File: src/rtl/qlh_pkg.sv
// shared types, constants and helpers for the latency histogram
package qlh_pkg;

  // table and histogram sizes
  localparam int TAG_SLOTS    = 1024;
  localparam int BUCKET_COUNT = 27;
  localparam int TAG_W        = $clog2(TAG_SLOTS);
  localparam int BKT_W        = $clog2(BUCKET_COUNT);

  // port widths
  localparam int REQ_W      = 2;
  localparam int IN_TAG_W   = 10;
  localparam int BKT_PORT_W = 5;
  localparam int TS_W       = 64;
  localparam int CNT_W      = 32;
  localparam int STATUS_W   = 3;

  // timestamp table word: valid bit over the start time
  localparam int SLOT_W = TS_W + 1;

  // front queue
  localparam int QUEUE_DEPTH = 2;
  localparam int QPTR_W      = $clog2(QUEUE_DEPTH);
  localparam int QFILL_W     = $clog2(QUEUE_DEPTH + 1);

  // latency scaling
  localparam int US_DIVISOR = 1000;
  localparam int MS_DIVISOR = 1000000;
  localparam int THR_W      = 2 * TS_W;

  // request codes on req_type
  localparam logic [REQ_W-1:0] REQ_START = 2'd0;
  localparam logic [REQ_W-1:0] REQ_STOP  = 2'd1;
  localparam logic [REQ_W-1:0] REQ_READ  = 2'd2;

  // classified operation
  typedef enum logic [1:0] {
    OP_START,
    OP_STOP,
    OP_READ,
    OP_NONE
  } op_t;

  // result status codes
  typedef enum logic [STATUS_W-1:0] {
    STS_STARTED   = 3'd0,
    STS_COUNTED   = 3'd1,
    STS_NO_START  = 3'd2,
    STS_NEG_DROP  = 3'd3,
    STS_READ_DATA = 3'd4
  } status_t;

  // back end sequencer states
  typedef enum logic [2:0] {
    S_CLEAR,
    S_IDLE,
    S_LOOK,
    S_CHECK,
    S_BIN
  } back_state_t;

  // classified item in the front queue
  typedef struct packed {
    op_t              op;
    logic [TAG_W-1:0] tag;
    logic [TS_W-1:0]  now;
    logic [BKT_W-1:0] idx;
  } item_t;

  // one result transfer
  typedef struct packed {
    logic             valid;
    status_t          status;
    logic [BKT_W-1:0] bucket;
    logic [CNT_W-1:0] count;
  } result_t;

  // lower edge of bucket k in nanoseconds: divisor times two to the k
  function automatic logic [THR_W-1:0] lat_thresh(input logic ms, input int k);
    logic [THR_W-1:0] base;
    base = ms ? THR_W'(MS_DIVISOR) : THR_W'(US_DIVISOR);
    return base << k;
  endfunction

endpackage

File: src/rtl/qlh_front.sv
// front end: takes requests, classifies them and queues them for the back end
module qlh_front import qlh_pkg::*; (
  input  logic                  clk,
  input  logic                  rst,
  input  logic                  start,
  output logic                  busy,
  input  logic [REQ_W-1:0]      req_type,
  input  logic [IN_TAG_W-1:0]   packet_tag,
  input  logic [TS_W-1:0]       timestamp_ns,
  input  logic [BKT_PORT_W-1:0] bucket_index,
  input  logic                  clearing,
  output logic                  item_valid,
  output item_t                 item,
  input  logic                  item_pop
);

  item_t              q [QUEUE_DEPTH];
  logic [QPTR_W-1:0]  wr_ptr;
  logic [QPTR_W-1:0]  rd_ptr;
  logic [QFILL_W-1:0] fill;
  logic               push;
  logic               pop;
  item_t              cls;

  // classify the incoming request
  always_comb begin
    cls.tag = packet_tag[TAG_W-1:0];
    cls.now = timestamp_ns;
    if (int'(bucket_index) >= BUCKET_COUNT) begin
      cls.idx = BKT_W'(BUCKET_COUNT - 1);
    end else begin
      cls.idx = BKT_W'(bucket_index);
    end
    case (req_type)
      REQ_START: cls.op = OP_START;
      REQ_STOP:  cls.op = OP_STOP;
      REQ_READ:  cls.op = OP_READ;
      default:   cls.op = OP_NONE;
    endcase
  end

  // queue handshake
  assign busy       = clearing || (fill == QFILL_W'(QUEUE_DEPTH));
  assign push       = start && !busy;
  assign item_valid = (fill != '0);
  assign pop        = item_pop && item_valid;
  assign item       = q[rd_ptr];

  // queue storage
  always_ff @(posedge clk) begin
    if (push) begin
      q[wr_ptr] <= cls;
    end
  end

  // queue pointers and fill level
  always_ff @(posedge clk) begin
    if (rst) begin
      wr_ptr <= '0;
      rd_ptr <= '0;
      fill   <= '0;
    end else begin
      if (push) begin
        wr_ptr <= (wr_ptr == QPTR_W'(QUEUE_DEPTH - 1)) ? '0 : wr_ptr + 1'b1;
      end
      if (pop) begin
        rd_ptr <= (rd_ptr == QPTR_W'(QUEUE_DEPTH - 1)) ? '0 : rd_ptr + 1'b1;
      end
      case ({push, pop})
        2'b10:   fill <= fill + 1'b1;
        2'b01:   fill <= fill - 1'b1;
        default: fill <= fill;
      endcase
    end
  end

`ifndef SYNTH
  // a lone transfer in grows the queue by one
  assert property (@(posedge clk) disable iff (rst)
    (push && !pop) |=> (fill == $past(fill) + 1'b1))
    else $error("queue fill did not grow on transfer in");

  // nothing is taken in during the clearing pass
  assert property (@(posedge clk) disable iff (rst)
    $past(clearing) && clearing |-> $stable(wr_ptr))
    else $error("queue written during clearing pass");
`endif

endmodule

File: config.mk
export PLATFORM = sky130hd
export DESIGN_NAME = qlh_front
export DESIGN_NICKNAME = d
export VERILOG_FILES = /design/src/rtl/qlh_pkg.sv /design/src/rtl/qlh_front.sv
export SDC_FILE = /design/constraint.sdc
export NUM_CORES = 1
export LEC_CHECK = 0
export BUFFER_PORTS_ARGS = -buffer_cell sky130_fd_sc_hd__buf_2
export CELL_PAD_IN_SITES_DETAIL_PLACEMENT = 1
export CELL_PAD_IN_SITES_GLOBAL_PLACEMENT = 1
export CORE_ASPECT_RATIO = 0.8
export CORE_MARGIN = 2
export CORE_UTILIZATION = 39
export DETAILED_ROUTE_END_ITERATION = 8
export PLACE_DENSITY = 0.74
export SLEW_MARGIN = 0
export SYNTH_ARGS = -nofsm -noshare
export SYNTH_HDL_FRONTEND = slang
export SYNTH_SLANG_ARGS = --single-unit
File: constraint.sdc
create_clock -name clk -period 4.8 [get_ports clk]
set_input_delay 0.72 -clock clk [delete_from_list [all_inputs] [get_ports clk]]
set_output_delay 0.72 -clock clk [all_outputs]
set_load 0.02 [all_outputs]
==> results of run 1 <==
-- cell families after synthesis --
family | Yosys count | share of synthesized area
compound gates | 6 | 0.00677
xor+xnor | 3 | 0.00431
fa+ha+maj | 1 | 0.00205
buf+inv | 14 | 0.0105
flops | 167 | 0.814
mux | 82 | 0.151
simple gates | 13 | 0.0107
-- where the power goes --
part	total [uW]	switching [uW]	internal [uW]
combinational	850	463	387
clock	1350	573	779
sequential	1850	129	1720
-- cell usage after synthesis (2+ instances only) --
master    instances  share of area
nor2_1            7         0.0043
nand2b_1          2         0.0021
clkbuf_1          4         0.0025
dfxtp_1           5          0.016
xnor2_1           2         0.0029
mux2_2           82           0.15
edfxtp_1        162           0.80
buf_2             9         0.0074
-- routing by layer --
metal / routed length (um) / vias to the layer above / GRT usage
met5: 0 / - / 0
met4: 227 / 0 / 0.0608
met3: 823 / 21 / 0.0583
met2: 6110 / 113 / 0.259
met1: 5020 / 1550 / 0.171
li1: - / 1475 / -
-- critical path: stages, from the launching register on --
cell,delay (ns)
dfxtp_4,1.07
mux2_2,0.43
buf_2,0.16
-- state kept, by name, summed over array words and instances (netlist names), named ones only --
| register | cells |
|---|---|
| fill | 2 |
| q | 162 |
| rd_ptr | 1 |
| wr_ptr | 1 |
-- stage by stage --
step	std cells	hold slack, ns	utilization
after global routing	686	0.460	0.514
after detailed placement	654	0.497	0.474
after global placement	654	0.490	0.474
final	686	0.485	0.514
after CTS	686	0.456	0.514
after floorplan	286	0.474	-
-- area by class of cell --
cell class,instances,share of cell area
clock inverters,15,0.0217
repair buffers,171,0.112
clock buffers,17,0.0546
multi-input cells,105,0.139
flip-flops and latches,167,0.638
inverters,1,0.000482
well taps,210,0.0337
-- worst max-delay path by stage --
stage	end	depth (start not counted)	slack, ns
after global placement	q[0][50]	4	2.08
after floorplan	q[0][0]	2	-0.05
after detailed placement	q[0][50]	4	2.04
final	item[13]	2	1.94
after CTS	item[33]	2	1.87
after global routing	item[33]	2	1.79
==> results.md, run 1 <==
- Multi-input logic area: 0.00108 mm2
- Post-Syn Area per Cell: between 20 and 25 um2
- Status: finished clean
- Clk_lat worst skew: 0.42 ns
- Antenna-violating nets left: 0
- Cts bufs inserted: 17
- Post-synthesis cell count: approximately 290
- DP Worst Slack: ~2 ns
- Vias per cell: approximately 4.6
- DIE HEIGHT: between 100 and 150 um
- Clk_skew: about 0.0046 ns
- Count of different cell masters after synthesis: 21
- GR Overflow Total: 0
- Max Cap Violations: 0
- Predominant post-synthesis flop cell: edfxtp_1
- GPL Wtd Cong: approximately 0.67
- Final period util: 0.597
- Port Buffers: ~170
- Endpoint class of the critical path: output pin
- WL final: ~12000 um
- Post-CTS Hold Fix Bufs: 0
- Detailed-route via count: ~3.2k
- CTS resizes: 0
- Worst-Margin Slew: about 1.1 ns
- Post-DP HPWL: between 7000 and 8000 um
- Most frequent cells in the layout: buf_2 (168), edfxtp_1 (162), mux2_2 (82)
- GRT Resource Usage Total: 0.151
- Clock Path Buffers: 2
- Residual DRC count: 0
- Unrepaired setup endpoints after global routing: false
- Worst setup margin: just under 2 ns
- Clock-pin slew on the worst setup and hold paths: roughly 0.070 ns
- Max-slew violation count: 0
- Setup_tns: 0 ns
- Initial Util: 0.402
- VDD IR max: roughly 0.00037 V
- Worst-path maximum fanout: 81
- Crit path kind: reg2out
- Initial drt markers: about 110
- First-pass GRT wire length: approximately 18000 um
- WP data required: about 4.1 ns
- Worst r2r src: fill[0]
- Cell row count: 40
- Hold Path Stages: 1
- Number of diodes: 0
- CTS H-tree depth: 4
- Fin crit period: 2.86 ns
- Die X: roughly 140 um
- R2R setup slack: around 2.4 ns
- F_max: around 0.35 GHz
- Sequential standard cell area: approximately 0.005 mm2
- Hold_sp: timestamp_ns[56]
- Pwr dens: 520 mW/mm2
- Num ports: about 170
- Most common cell after layout, fill and taps aside: buf_2
- WL/cell: 17.8 um
- Asr flop ratio synth: 0
- Startpoint types: flop
- WHS Endpoint: q[1][61]
- Die area: approximately 0.017 mm2
- Number of flops mapped to enable cells by yosys: 162
- CTS root buf: clkbuf_16
- Final setup vio count: 0
- Worst EP arrival: approximately 2.1 ns
- Sequential cell area fraction in the yosys report: 0.814
- Largest net degree at the start of global routing: 82
- Total Power: ~4000 uW
- Ys Warns: 0
- Setup bufs post-CTS: 0
- Mapped cell area: around 0.006 mm2
- Max_slew headroom: 0.246
- Worst r2r path cells: 4
- FF+latch count, synth: 167
- Initial antenna violation count: 0
- Core area: 0.0152 mm2
- Final Hold Vio Count: 0
- Fin area: 0.00779 mm2
- Syn_nets: about 370
- Area Overhead vs Synth: 27.7%
- Nets: 550
- LEAKAGE: roughly 0.0028 uW
- Vias in the first global route: between 3k and 4k
- RR Endpoint: q[0][53]
- Router iterations before antenna repair: 4
- Clock tree from TritonCTS: done
- Fraction of layout cells with a size suffix above 1: 0.607
- CTS Sinks: roughly 170
- Hold Crit Class: in2reg
- Fill cell count: between 1k and 1.5k
- Area after DPL: between 0.007 and 0.008 mm2
Power figures use the tool's default switching activity.
==> run 2: changes to the inputs <==
clock period = 2.4 ns   (was 4.8 ns; I/O delays follow)
==> run 2 against run 1 <==
Compared with the run above: die area did not move; cell count increased by 0.73%; clock skew rose by 0.0020 ns; final area rose by 0.96%; clock power increased by 100%; utilization is 0.50 points higher.
==> results.md, run 2 (same netlist as run 1, synthesis figures left out) <==
- CP Buf/Inv Count: 2
- Clock tree from TritonCTS: done
- Num ports: about 170
- Clk_lat worst skew: a little over 0.4 ns
- Setup bufs post-CTS: 0
- M2 GR Usage: 0.251
- Most common cell after layout, fill and taps aside: buf_2
- Setup_tns: 0 ns
- Most frequent cells in the layout: buf_2 (168), edfxtp_1 (162), mux2_2 (82)
- Met1 GRT Util: 0.194
- Max Cap Violations: 0
- Worst EP arrival: between 1.5 and 2 ns
- Endpoint class of the critical path: output pin
- CTS H-tree depth: 4
- GR Overflow Total: 0
- Pwr dens: roughly 1000 mW/mm2
- WP data required: between 2 and 2.5 ns
- Slowest stage delay, CP: approximately 0.52 ns
- Final Hold Vio Count: 0
- Max-slew violation count: 0
- Detailed-route via count: ~3.2k
- GR peak layer: met2
- CTS resizes: 0
- CTS Sinks: 167
- Largest net degree at the start of global routing: 43
- Worst-path maximum fanout: 19
- Initial Util: 0.402
- Post-DP HPWL: just under 9000 um
- Post-CTS Hold Fix Bufs: 0
- WL/cell: around 18 um
- Unrepaired setup endpoints after global routing: false
- LEAKAGE: between 0.002 and 0.003 uW
- Max_slew headroom: 0.774
- Clock-pin slew on the worst setup and hold paths: around 0.060 ns
- Crit path kind: reg2out
- Final period util: 0.896
- Fraction of layout cells with a size suffix above 1: 0.604
- Cts bufs inserted: 17
- Startpoint types: flop
- GR Util met3: 0.0570
- Area Overhead vs Synth: 29.0%
- Fin crit period: around 2.1 ns
- Die X: around 140 um
- Initial antenna violation count: 1
- Hold Crit Class: in2reg
- Largest regs: q x162, fill x2
- Vias in the first global route: between 3k and 4k
- First-pass GRT wire length: between 15000 and 20000 um
- GRT Resource Usage Total: 0.156
- Clock Path Buffers: 2
- VDD IR max: between 0.0005 and 0.0006 V
- GPL Wtd Cong: ~0.72
- CTS root buf: clkbuf_16
- Top reg by flops: q
- Worst-Margin Slew: 0.336 ns
- Final setup vio count: 0
- Antenna-violating nets left: 0
- Crit-path cells: buf_4 -> mux2_2 -> buf_2
- F_max: roughly 0.47 GHz
- Residual DRC count: 0
- Die area: 0.0167 mm2
- DIE HEIGHT: 116 um
- Initial drt markers: 149
- Cell family with most CP delay: flip-flops
- Hold_ws: 0.127 ns
- Router iterations before antenna repair: 4
- Crit path max-delay cell type: dfxtp_4
- Vias per cell: about 4.6
- Clk_skew: about 0.0066 ns
- Cell row count: 40
- Status: finished clean
- WL final: ~13000 um
- Core area: between 0.015 and 0.02 mm2
- Largest register FFs: around 160
- Nets: ~550
- Port Buffers: around 170
-- run 2: cell types whose count changed in the layout (fill, tap and decap cells not counted) --
cell and change:
clkinv_2 +3, diode_2 +1, inv_6 -4, inv_8 -1, buf_12 +4, bufinv_16 +1, clkinv_1 +2, clkbuf_1 +1
clkinv_4 -2
-- run 2: metrics by stage --
step                      setup WS, ns   util  cell area (um2)  std cells  power (uW)
final                            0.250  0.519             7860        691        8150
after global routing             0.168  0.518             7860        690        8500
after CTS                        0.211  0.518             7860        690        8270
after detailed placement         0.612  0.480             7270        658        5550
after global placement           0.671  0.480             7270        658        5490
after floorplan                 -0.841      -             6100        286        4880
-- run 2: path summary, 6_finish.rpt --
kind / cells after the start / end / startpoint / slack (ns)
worst max-delay path: 3 / item[67] / flop / 0.25
worst min register to register: 2 / fill[1] / fill[1] / 0.53
worst max register to register: 5 / fill[1] / fill[0] / 0.61
worst min-delay path: 1 / q[1][23] / timestamp_ns[18] / 0.13
-- run 2: metal layers --
metal / vias to the layer above / wire length [um]
met2: 119 / 6140
met5: - / 0
li1: 1485 / -
met1: 1569 / 5460
met4: 0 / 163
met3: 12 / 916
-- run 2: report_power, final --
group | total [uW] | switching, uW | leakage [uW] | internal (uW)
clock | 2700 | 1080 | 0.000283 | 1630
combinational | 1910 | 1090 | 0.00107 | 818
sequential | 3540 | 109 | 0.00153 | 3430
-- run 2: layout make-up --
type                            count  area [um2]
Multi-Input combinational cell    105        1080
Clock buffer                       18         429
Clock inverter                     14         158
Fill cell                        1461        7300
Timing Repair Buffer              175         956
Antenna cell                        1        2.50
Tap cell                          210         263
Sequential cell                   167        4970
Inverter                            1        3.75
-- run 2: worst reg2reg max path: stages (launching register included) --
cell and delay (ns):
dfxtp_1 0.41, nand2b_1 0.15, nand3b_1 0.25, ha_1 0.41, or3_1 0.35, a21oi_1 0.14
